[config.mk]
export PLATFORM = sky130hd
export DESIGN_NAME = framed_message_receiver
export DESIGN_NICKNAME = d
export VERILOG_FILES = /design/src/design/fmr_pkg.sv /design/src/design/fmr_ram.sv /design/src/design/fmr_datapath.sv /design/src/design/fmr_ctrl.sv /design/src/design/framed_message_receiver.sv
export SDC_FILE = /design/constraint.sdc
export NUM_CORES = 1
export LEC_CHECK = 0
export BUFFER_PORTS_ARGS = -buffer_cell sky130_fd_sc_hd__buf_2
export CORE_MARGIN = 4
export CORE_UTILIZATION = 61
export CTS_CLUSTER_DIAMETER = 40
export DETAILED_ROUTE_END_ITERATION = 10
export PLACE_DENSITY = 0.75
export SLEW_MARGIN = 20
export SYNTH_ARGS = -nofsm -noshare
export SYNTH_HDL_FRONTEND = slang
export SYNTH_SLANG_ARGS = --single-unit
[constraint.sdc]
create_clock -name clk -period 5.5 [get_ports clk]
set_input_delay 0.275 -clock clk [delete_from_list [all_inputs] [get_ports clk]]
set_output_delay 0.275 -clock clk [all_outputs]
set_load 0.005 [all_outputs]
[src/design/fmr_pkg.sv]
// Shared constants, controller state codes and controller/datapath interface
// structs for the framed message receiver. No dependencies.
package fmr_pkg;

  localparam int MAX_DATA = 32;
  localparam int STORE_AW = (MAX_DATA > 1) ? $clog2(MAX_DATA) : 1;

  localparam logic [7:0] SOF_BYTE = 8'h7F;

  typedef enum logic [7:0] {
    S_HUNT   = 8'b0000_0001,
    S_TYPE   = 8'b0000_0010,
    S_SIZE   = 8'b0000_0100,
    S_SER_LO = 8'b0000_1000,
    S_SER_HI = 8'b0001_0000,
    S_DATA   = 8'b0010_0000,
    S_READ   = 8'b0100_0000,
    S_LOAD   = 8'b1000_0000
  } state_t;

  typedef struct packed {
    logic ld_type;
    logic ld_size;
    logic ld_ser_lo;
    logic ld_ser_hi;
    logic wr_data;
    logic clr_idx;
    logic inc_idx;
    logic emit;
  } cmd_t;

  typedef struct packed {
    logic sof;
    logic size_zero;
    logic data_done;
    logic single;
    logic idx_last;
    logic out_free;
  } status_t;

endpackage

[src/design/fmr_ram.sv]
// Generic single-port-write, single-port-read RAM with registered read data.
// Depends on nothing.
module fmr_ram #(
  parameter int WIDTH = 8,
  parameter int DEPTH = 32
) (
  input  logic                                      clk,
  input  logic                                      we,
  input  logic [((DEPTH > 1) ? $clog2(DEPTH) : 1)-1:0] waddr,
  input  logic [WIDTH-1:0]                          wdata,
  input  logic [((DEPTH > 1) ? $clog2(DEPTH) : 1)-1:0] raddr,
  output logic [WIDTH-1:0]                          rdata
);

  logic [WIDTH-1:0] mem [DEPTH];

  always_ff @(posedge clk) begin
    if (we) begin
      mem[waddr] <= wdata;
    end
    rdata <= mem[raddr];
  end

endmodule

[src/design/fmr_datapath.sv]
// Header registers, payload store, result register and configuration register
// of the framed message receiver. Depends on fmr_pkg and fmr_ram.
module fmr_datapath (
  input  logic               clk,
  input  logic               rst,
  input  fmr_pkg::cmd_t      cmd,
  output fmr_pkg::status_t   status,
  input  logic               cfg_wr_en,
  input  logic [7:0]         cfg_wr_data,
  input  logic [7:0]         rx_byte,
  output logic               out_valid,
  input  logic               out_stall,
  output logic               is_ack,
  output logic [7:0]         msg_type,
  output logic [6:0]         kept_size,
  output logic [15:0]        serial_number,
  output logic [7:0]         payload_byte,
  output logic [5:0]         payload_index,
  output logic               last
);

  logic [7:0]                   ack_type_code;
  logic [7:0]                   frame_type;
  logic [7:0]                   declared_size;
  logic [15:0]                  frame_serial;
  logic [7:0]                   bytes_seen;
  logic [fmr_pkg::STORE_AW-1:0] idx;
  logic [6:0]                   kept;
  logic [7:0]                   rdata;
  logic                         store_we;
  logic                         is_ack_type;
  logic                         single;
  logic                         idx_last;

  always_comb begin
    kept = (declared_size > 8'(fmr_pkg::MAX_DATA)) ? 7'(fmr_pkg::MAX_DATA)
                                                   : declared_size[6:0];
    is_ack_type = (frame_type == ack_type_code);
    single = is_ack_type || (declared_size == 8'd0);
    idx_last = (7'(idx) + 7'd1) == kept;
    store_we = cmd.wr_data && (bytes_seen < 8'(fmr_pkg::MAX_DATA));
  end

  always_comb begin
    status.sof       = (rx_byte == fmr_pkg::SOF_BYTE);
    status.size_zero = (declared_size == 8'd0);
    status.data_done = (8'(bytes_seen + 8'd1) == declared_size);
    status.single    = single;
    status.idx_last  = idx_last;
    status.out_free  = !out_valid || !out_stall;
  end

  fmr_ram #(
    .WIDTH(8),
    .DEPTH(fmr_pkg::MAX_DATA)
  ) u_store (
    .clk  (clk),
    .we   (store_we),
    .waddr(bytes_seen[fmr_pkg::STORE_AW-1:0]),
    .wdata(rx_byte),
    .raddr(idx),
    .rdata(rdata)
  );

  always_ff @(posedge clk) begin
    if (rst) begin
      ack_type_code <= 8'd0;
      out_valid     <= 1'b0;
      bytes_seen    <= 8'd0;
      idx           <= '0;
    end else begin
      if (cfg_wr_en) begin
        ack_type_code <= cfg_wr_data;
      end
      if (cmd.emit) begin
        out_valid <= 1'b1;
      end else if (!out_stall) begin
        out_valid <= 1'b0;
      end
      if (cmd.ld_ser_hi) begin
        bytes_seen <= 8'd0;
      end else if (cmd.wr_data) begin
        bytes_seen <= 8'(bytes_seen + 8'd1);
      end
      if (cmd.clr_idx) begin
        idx <= '0;
      end else if (cmd.inc_idx) begin
        idx <= idx + 1'b1;
      end
    end
  end

  always_ff @(posedge clk) begin
    if (cmd.ld_type) begin
      frame_type <= rx_byte;
    end
    if (cmd.ld_size) begin
      declared_size <= rx_byte;
    end
    if (cmd.ld_ser_lo) begin
      frame_serial[7:0] <= rx_byte;
    end
    if (cmd.ld_ser_hi) begin
      frame_serial[15:8] <= rx_byte;
    end
    if (cmd.emit) begin
      is_ack        <= is_ack_type;
      msg_type      <= frame_type;
      kept_size     <= kept;
      serial_number <= frame_serial;
      payload_byte  <= single ? 8'd0 : rdata;
      payload_index <= single ? 6'd0 : 6'(idx);
      last          <= single || idx_last;
    end
  end

endmodule

[src/design/fmr_ctrl.sv]
// Controller state machine of the framed message receiver: frame parsing and
// result sequencing. Depends on fmr_pkg.
module fmr_ctrl (
  input  logic             clk,
  input  logic             rst,
  input  logic             in_valid,
  output logic             in_stall,
  input  fmr_pkg::status_t status,
  output fmr_pkg::cmd_t    cmd
);

  fmr_pkg::state_t state;
  fmr_pkg::state_t state_next;
  logic            in_xfer;

  always_comb begin
    in_stall = (state == fmr_pkg::S_READ) || (state == fmr_pkg::S_LOAD);
    in_xfer  = in_valid && !in_stall;
  end

  always_comb begin
    state_next = state;
    cmd        = '0;
    unique case (state)
      fmr_pkg::S_HUNT: begin
        if (in_xfer && status.sof) begin
          state_next = fmr_pkg::S_TYPE;
        end
      end
      fmr_pkg::S_TYPE: begin
        if (in_xfer) begin
          cmd.ld_type = 1'b1;
          state_next  = fmr_pkg::S_SIZE;
        end
      end
      fmr_pkg::S_SIZE: begin
        if (in_xfer) begin
          cmd.ld_size = 1'b1;
          state_next  = fmr_pkg::S_SER_LO;
        end
      end
      fmr_pkg::S_SER_LO: begin
        if (in_xfer) begin
          cmd.ld_ser_lo = 1'b1;
          state_next    = fmr_pkg::S_SER_HI;
        end
      end
      fmr_pkg::S_SER_HI: begin
        if (in_xfer) begin
          cmd.ld_ser_hi = 1'b1;
          cmd.clr_idx   = 1'b1;
          state_next    = status.size_zero ? fmr_pkg::S_READ : fmr_pkg::S_DATA;
        end
      end
      fmr_pkg::S_DATA: begin
        if (in_xfer) begin
          cmd.wr_data = 1'b1;
          if (status.data_done) begin
            cmd.clr_idx = 1'b1;
            state_next  = fmr_pkg::S_READ;
          end
        end
      end
      fmr_pkg::S_READ: begin
        state_next = fmr_pkg::S_LOAD;
      end
      fmr_pkg::S_LOAD: begin
        if (status.out_free) begin
          cmd.emit = 1'b1;
          if (status.single || status.idx_last) begin
            state_next = fmr_pkg::S_HUNT;
          end else begin
            cmd.inc_idx = 1'b1;
            state_next  = fmr_pkg::S_READ;
          end
        end
      end
      default: begin
        state_next = fmr_pkg::S_HUNT;
      end
    endcase
  end

  always_ff @(posedge clk) begin
    if (rst) begin
      state <= fmr_pkg::S_HUNT;
    end else begin
      state <= state_next;
    end
  end

endmodule

[src/design/framed_message_receiver.sv]
// Top level of the framed message receiver: joins the controller and the
// datapath. Depends on fmr_pkg, fmr_ctrl and fmr_datapath.
//
//   channel  signals                          transfer when
//   input    in_valid, in_stall, rx_byte      in_valid && !in_stall
//   output   out_valid, out_stall, fields     out_valid && !out_stall
//   config   cfg_wr_en, cfg_wr_data           cfg_wr_en
//
// Received bytes are taken whenever the input does not stall. After the final
// byte of a frame the input stalls while results are produced; each result
// passes a read state and a load state, as the store read is registered. A frame
// gives one to MAX_DATA results. Output stall holds the result register and
// pauses the sequence. Reset is synchronous and returns the parser to the start byte hunt.
module framed_message_receiver (
  input  logic        clk,
  input  logic        rst,
  input  logic        cfg_wr_en,
  input  logic [7:0]  cfg_wr_data,
  input  logic        in_valid,
  output logic        in_stall,
  input  logic [7:0]  rx_byte,
  output logic        out_valid,
  input  logic        out_stall,
  output logic        is_ack,
  output logic [7:0]  msg_type,
  output logic [6:0]  kept_size,
  output logic [15:0] serial_number,
  output logic [7:0]  payload_byte,
  output logic [5:0]  payload_index,
  output logic        last
);

  fmr_pkg::cmd_t    cmd;
  fmr_pkg::status_t status;

  fmr_ctrl u_ctrl (
    .clk     (clk),
    .rst     (rst),
    .in_valid(in_valid),
    .in_stall(in_stall),
    .status  (status),
    .cmd     (cmd)
  );

  fmr_datapath u_datapath (
    .clk          (clk),
    .rst          (rst),
    .cmd          (cmd),
    .status       (status),
    .cfg_wr_en    (cfg_wr_en),
    .cfg_wr_data  (cfg_wr_data),
    .rx_byte      (rx_byte),
    .out_valid    (out_valid),
    .out_stall    (out_stall),
    .is_ack       (is_ack),
    .msg_type     (msg_type),
    .kept_size    (kept_size),
    .serial_number(serial_number),
    .payload_byte (payload_byte),
    .payload_index(payload_index),
    .last         (last)
  );

endmodule

==> results of run 1 <==
-- cell usage after synthesis, types with 3 or more instances --
master and number:
sky130_fd_sc_hd__xor2_1 14, sky130_fd_sc_hd__nand4_1 5, sky130_fd_sc_hd__mux4_2 80, sky130_fd_sc_hd__nor2b_1 6, sky130_fd_sc_hd__a21o_1 4, sky130_fd_sc_hd__inv_2 3, sky130_fd_sc_hd__or3_1 7, sky130_fd_sc_hd__nand2_1 54
sky130_fd_sc_hd__clkbuf_1 23, sky130_fd_sc_hd__nand2b_1 3, sky130_fd_sc_hd__and3_1 4, sky130_fd_sc_hd__a21oi_1 12, sky130_fd_sc_hd__nor3_1 5, sky130_fd_sc_hd__nand3b_1 5, sky130_fd_sc_hd__nor2_1 66, sky130_fd_sc_hd__a31oi_1 5
sky130_fd_sc_hd__inv_1 8, sky130_fd_sc_hd__o21ai_1 6, sky130_fd_sc_hd__dfxtp_1 38, sky130_fd_sc_hd__buf_1 8, sky130_fd_sc_hd__or2_2 3, sky130_fd_sc_hd__and2_1 18, sky130_fd_sc_hd__nor4_1 6, sky130_fd_sc_hd__a211oi_1 3
sky130_fd_sc_hd__nand3_1 9, sky130_fd_sc_hd__buf_2 4, sky130_fd_sc_hd__o21ai_0 6, sky130_fd_sc_hd__ha_1 5, sky130_fd_sc_hd__edfxtp_1 334, sky130_fd_sc_hd__mux2i_1 9, sky130_fd_sc_hd__xnor2_1 17
-- worst reg2reg max path, stage by stage (launching register included) --
cell	delay, ns
sky130_fd_sc_hd__dfxtp_1	0.36
sky130_fd_sc_hd__nor4_1	0.64
sky130_fd_sc_hd__and2_1	0.35
sky130_fd_sc_hd__nand3_1	0.27
sky130_fd_sc_hd__nor4_1	0.56
sky130_fd_sc_hd__nand2_1	0.59
sky130_fd_sc_hd__nor2_1	0.70
-- cell families (layout without fill, tap and decap cells) --
kind of cell / Yosys count / count (layout)
flip-flops: 372 / 372
AND/OR/NAND/NOR: 200 / 200
multiplexers: 89 / 89
AO/OA/AOI/OAI: 57 / 57
buffers and inverters: 47 / 168
XOR/XNOR: 31 / 31
adder cells (fa/ha/maj): 5 / 5
other: 1 / 2
-- power by group --
group	switching (mW)	internal [mW]	total, mW
clock	1.06	1.63	2.69
combinational	0.0950	0.0411	0.136
sequential	0.0100	3.08	3.09
total	1.16	4.75	5.91
-- timing repair --
item / CTS / global route
hold buffers: 6 / 0
hold endpoints to repair: 6 / 0
endpoints found under the setup margin: 0 / 0
-- cells in the final DEF (no fill, tap or decap), drive strengths merged, types with 3 or more instances in the layout --
cell / Yosys / final
xor2: 14 / 14
mux2i: 9 / 9
buf: 13 / 80
edfxtp: 334 / 334
a21o: 4 / 4
nor3: 6 / 6
nand3: 10 / 10
inv: 11 / 13
nor2: 66 / 66
dfxtp: 38 / 38
nand2b: 3 / 3
a211oi: 3 / 3
a31oi: 6 / 6
nor4: 6 / 6
or3: 7 / 7
mux4: 80 / 80
nor2b: 6 / 6
clkinvlp: 0 / 4
or2: 5 / 5
dlygate4sd3: 0 / 6
nand3b: 5 / 5
and2: 18 / 18
clkinv: 0 / 10
o211ai: 3 / 3
ha: 5 / 5
clkbuf: 23 / 50
nand2: 54 / 54
a21oi: 12 / 12
xnor2: 17 / 17
o21ai: 12 / 12
nand4: 5 / 5
bufinv: 0 / 5
and3: 4 / 4
-- cell type report --
cell class              instances  area [sq um]
clock inverters                21           277
well taps                     319           399
fillers                      1388          6770
repair buffers                 86           490
multi-input cells             384          3630
inverters                      11          41.3
clock buffers                  50          1070
flip-flops and latches        372         10800
-- metal layers --
| layer | global-route usage, % | share of wire, % | vias up |
|---|---|---|---|
| met2 | 41.5 | 49 | 523 |
| li1 | - | - | 3337 |
| met1 | 36.5 | 39 | 3952 |
| met4 | 6.98 | 1.9 | 2 |
| met5 | 0 | 0.027 | - |
| met3 | 5.01 | 9.8 | 64 |
-- through the flow --
step,power [mW],util (%)
6_report,5.91,71.2
5_1_grt,6.10,71.2
4_1_cts,5.94,71.2
3_5_place_dp,3.28,65.2
3_3_place_gp,3.27,65.2
2_1_floorplan,3.21,-
-- path summary, 6_finish.rpt --
check,cells past startpoint,slack [ns],end
worst max-delay path,6,1.66,u_datapath.u_store.mem[25][4]$_DFFE_PP_
worst min-delay path,3,0.007,u_datapath.ack_type_code[2]$_SDFFE_PP0P_
worst min register to register,0,0.42,u_datapath.serial_number[6]$_DFFE_PP_
worst max register to register,6,1.66,u_datapath.u_store.mem[25][4]$_DFFE_PP_
==> flow_summary.toml, run 1 <==
[critical_path]
crit_path_cell_trace = "nor4_1 > and2_1 > nand3_1 > nor4_1 > nand2_1 > nor2_1"
critPathMaxStageDelay_ns = 0.69
path_buf_inv = 0
worstPathRequired_ns = 5.65
critPathLaunchType = "flip-flop"
timing.critical_path.max_delay_family = "simple AND/OR/NAND/NOR gates"
crit_path_start = "u_ctrl.state[1]$_SDFFE_PP0P_"
path_common_cell = "sky130_fd_sc_hd__nor4_1"
crit_slowest_cell = "sky130_fd_sc_hd__nor2_1"
timing.rr.start = "u_ctrl.state[1]$_SDFFE_PP0P_"
timing.critical_path.fanout_max = 8
crit_arrival_ns = 3.98
setup.worst_path.class = "flip-flop to flip-flop"
worstSetupEndpointType = "flip-flop"

[yosys]
main_combinational_cell_family_by_area_after_synthesis = "multiplexers"
synth_enable_flop_cells = 334
synth.avg_cell_area_sq_um = 18.2
muxShareOfSynthArea_pct = 13.0
async_flop_share_pct = 0
synthXorXnorAreaFrac_pct = 1.86
yosys.cell_types.count = 57
synth.yosys.seq_area_share_pct = 73.9
synthFlopType = "sky130_fd_sc_hd__edfxtp_1"
yosys.area.top_type_share_pct = 68.7
synth_simple_gate_area_share_pct = 6.65
post_synth_fa_ha_maj_area_fraction_pct = 0.429
synthesis.area_sq_mm = 0.0146
ys.warnings.count = 0
synth_compound_area_share_pct = 2.85
ff_latch_count_synth = 372
syn_inst = 802
netlist_top_cells_area = "sky130_fd_sc_hd__edfxtp_1, sky130_fd_sc_hd__mux4_2, sky130_fd_sc_hd__dfxtp_1, sky130_fd_sc_hd__nor2_1, sky130_fd_sc_hd__nand2_1"
netlist.top_cell.by_area = "sky130_fd_sc_hd__edfxtp_1"

[finish]
final-instance-count-excl-fill = 1243
layout-area-overhead-vs-synth_pct = 14.5
top_register = "u_datapath.u_store.mem"
layout-drive-gt1-share_pct = 25.8
final_net_count = 920
antenna-diode-count = 0
largest_register_ffs = 256
design_area_sq_mm = 0.0167
largest_registers = "u_datapath.u_store.mem (256), u_datapath.frame_serial (16), u_datapath.serial_number (16)"

[clock_tree]
htree_levels = 2
clkSinkCount = 372
post_cts_buffers = 0
clock-root-buffer = "sky130_fd_sc_hd__clkbuf_16"
ctsResizeCount = 0
tritoncts = "done"
clock_network_latency_to_the_later_pin_of_the_worst_skew_pair_ns = 0.54
clock_path_buffers = 3
cts.clk_slew.worst_paths_ns = 0.06
numCtsBuffers = 39

[global_route]
gr-usage-all-layers_pct = 25.6
grt_pass1_wl_um = 49500
total_overflow_reported_by_the_global_router = 0
antenna_found_initial = 1
grt_start_max_net_pins = 48
first_global_vias = 7835

[routing]
wire_per_inst_um = 26.4
drt_drc_violations_left = 0
drtAntennaViolNets = 0
drt_first_iter_violations = 976
post_drt_via_cell_ratio = 6.34
routed_wl_um = 32800
drt_first_pass_iters = 7
number_of_vias_in_the_routed_layout = 7878

[timing]
final.setup.worst_slack_ns = 1.66
max_freq_ghz = 0.261
finalMaxSlewViolations = 0
finalSetupTns_ns = 0
relSlewSlack_pct = 39.6
final.hold.worst_slack_ns = 0.00743
worst_pin_slew_ns = 0.906
finalClockSkew_ns = 0.0218
hold_viol_final = 0
setup_repair_after_global_routing_missed_its_margin = "no"
setup_viol = 0
layout_worst_path_cycle_share_pct = 69.7
post-route-min-period_ns = 3.84

[placed_design]
place.port_buffers = 68
place_hpwl_um = 20000
placed_area_sq_mm = 0.0153
numPlacedInstances = 1166
place_worst_setup_slack_ns = 1.84
gp_congestion = 0.883

[die]
num_rows = 56
die_h_um = 163
pin_count = 70
floorplan.die.width_um = 163
design.core.area_sq_mm = 0.0235
design.die.area_sq_mm = 0.0265
start_util_pct = 62.2

[status]
outcome = "complete, no violations"

[power]
p_leak_nw = 5.39
pwr_density_cell_mw_per_mm2 = 354
vdd_ir_drop_max_uv = 245

[hold_path]
hold_path.class = "input port to flip-flop"
hold_path_startpoint = "cfg_wr_data[2]"

[run]
maxCapViolations = 0
No activity file was read; power rests on OpenSTA's default activity.
==> inputs of run 2 (changes only) <==
==> constraint.sdc (replaced) <==
create_clock -name clk -period 3.9 [get_ports clk]
set_input_delay 0.195 -clock clk [delete_from_list [all_inputs] [get_ports clk]]
set_output_delay 0.195 -clock clk [all_outputs]
set_load 0.005 [all_outputs]
==> flow_summary.toml, run 2 (synthesis results as in run 1) <==
[status]
outcome = "complete, no violations"

[finish]
final-instance-count-excl-fill = 1283
multi_input_combinational_cell_area_sq_mm = 0.00363
top_register = "u_datapath.u_store.mem"
largest_register_ffs = 256
antenna-diode-count = 0
largest_registers = "u_datapath.u_store.mem (256), u_datapath.frame_serial (16), u_datapath.serial_number (16)"
layout-area-overhead-vs-synth_pct = 16.7
final_net_count = 958
layout.cells.most_common_list = "sky130_fd_sc_hd__edfxtp_1, sky130_fd_sc_hd__mux4_2, sky130_fd_sc_hd__buf_2"
fillers = 1366
layout.cells.most_common = "sky130_fd_sc_hd__edfxtp_1"
final_core_util_pct = 72.5
layout-drive-gt1-share_pct = 28.6
register_area_sq_mm = 0.0108

[clock_tree]
tritoncts = "done"
clock-root-buffer = "sky130_fd_sc_hd__clkbuf_16"
cts.clk_slew.worst_paths_ns = 0.06
hold_buffers_post_cts = 8
numCtsBuffers = 42
clkSinkCount = 372
htree_levels = 2
post_cts_buffers = 0
ctsResizeCount = 0
clock_network_latency_to_the_later_pin_of_the_worst_skew_pair_ns = 0.52
clock_path_buffers = 3

[global_route]
first_global_vias = 7921
grt_pass1_wl_um = 49900
grt_start_max_net_pins = 70
gr-usage-all-layers_pct = 25.5
total_overflow_reported_by_the_global_router = 0
antenna_found_initial = 0

[timing]
finalMaxSlewViolations = 0
finalClockSkew_ns = 0.0182
worst_pin_slew_ns = 1.00
relSlewSlack_pct = 33.1
finalSetupTns_ns = 0
setup_repair_after_global_routing_missed_its_margin = "no"
hold_viol_final = 0
max_freq_ghz = 0.294
setup_viol = 0
final.setup.worst_slack_ns = 0.495
final.hold.worst_slack_ns = 0.0175
post-route-min-period_ns = 3.41
layout_worst_path_cycle_share_pct = 87.3

[critical_path]
crit_arrival_ns = 3.63
critPathLaunchType = "flip-flop"
worstPathRequired_ns = 4.13
worstRegToRegCells = 7
setup.worst_path.class = "flip-flop to flip-flop"
worst_r2r_dst = "u_datapath.u_store.mem[25][2]$_DFFE_PP_"
worstSetupEndpointType = "flip-flop"
crit_path_start = "u_ctrl.state[0]$_SDFFE_PP1P_"
r2r_slack_ns = 0.49
timing.rr.start = "u_ctrl.state[0]$_SDFFE_PP1P_"
worst_setup_path_endpoint = "u_datapath.u_store.mem[25][2]$_DFFE_PP_"
timing.critical_path.fanout_max = 8

[die]
design.die.area_sq_mm = 0.0265
die_h_um = 163
num_rows = 56
design.core.area_sq_mm = 0.0235
floorplan.die.width_um = 163
start_util_pct = 62.2
pin_count = 70

[power]
p_leak_nw = 5.61
pwr_density_cell_mw_per_mm2 = 492
vdd_ir_drop_max_uv = 494

[run]
maxCapViolations = 0

[placed_design]
numPlacedInstances = 1199
gp_congestion = 0.930
place_hpwl_um = 21000
place_worst_setup_slack_ns = 0.578
place.port_buffers = 68

[routing]
routed.top_layer = "met4"
total_length_of_routed_met2_wires_um = 16300
drt_drc_violations_left = 0
routed_wl_um = 33000
post_drt_via_cell_ratio = 6.19
detail_route.wirelength.met1_um = 13100
drtAntennaViolNets = 0
number_of_vias_in_the_routed_layout = 7942
met3_length_um = 2790
drt_first_pass_iters = 6
drt_first_iter_violations = 1203
wire_per_inst_um = 25.7

[hold_path]
hold_path.class = "input port to flip-flop"
run 2: critical path, cell delays in order, from the launching register on:
cell,delay [ns]
sky130_fd_sc_hd__dfxtp_1,0.35
sky130_fd_sc_hd__nor4_1,0.62
sky130_fd_sc_hd__and2_1,0.33
sky130_fd_sc_hd__nand3_1,0.29
sky130_fd_sc_hd__nor4_1,0.52
sky130_fd_sc_hd__nand2_1,0.52
sky130_fd_sc_hd__nor2_1,0.28
sky130_fd_sc_hd__buf_4,0.21
run 2: layout make-up:
type / count / share of cell area [%]
clock inverter: 25 / 1.34
timing repair buffer: 121 / 4.53
inverter: 11 / 0.243
clock buffer: 51 / 6.81
sequential: 372 / 63.4
multi-input combinational: 384 / 21.3
tap: 319 / 2.34
run 2: report_power, final:
group	switching (mW)	leakage (nW)	total, mW	internal [mW]
sequential	0.0140	3.31	4.35	4.34
clock	1.55	0.674	3.83	2.28
combinational	0.136	1.63	0.196	0.0601
run 2: through the flow:
step | power (mW) | area (sq um)
3_3_place_gp | 4.62 | 15600
5_1_grt | 8.66 | 17000
3_5_place_dp | 4.63 | 15600
4_1_cts | 8.43 | 17000
2_1_floorplan | 4.52 | 14600
6_report | 8.38 | 17000
run 2: worst min path at each step:
stage / from / to / cells past startpoint
final: cfg_wr_data[6] / u_datapath.ack_type_code[6]$_SDFFE_PP0P_ / 3
after global routing: cfg_wr_data[6] / u_datapath.ack_type_code[6]$_SDFFE_PP0P_ / 3
after CTS: cfg_wr_data[6] / u_datapath.ack_type_code[6]$_SDFFE_PP0P_ / 3
after detailed placement: u_datapath.frame_serial[8]$_DFFE_PP_ / u_datapath.serial_number[8]$_DFFE_PP_ / 0
after global placement: u_datapath.frame_serial[8]$_DFFE_PP_ / u_datapath.serial_number[8]$_DFFE_PP_ / 0
after floorplan: rx_byte[0] / u_datapath.declared_size[0]$_DFFE_PP_ / 0
run 2: metal layers:
| metal | GRT usage (%) | vias to the layer above |
|---|---|---|
| li1 | - | 3411 |
| met1 | 36.7 | 4002 |
| met2 | 41.6 | 461 |
| met3 | 4.05 | 68 |
| met4 | 7.36 | 0 |
| met5 | 0 | - |
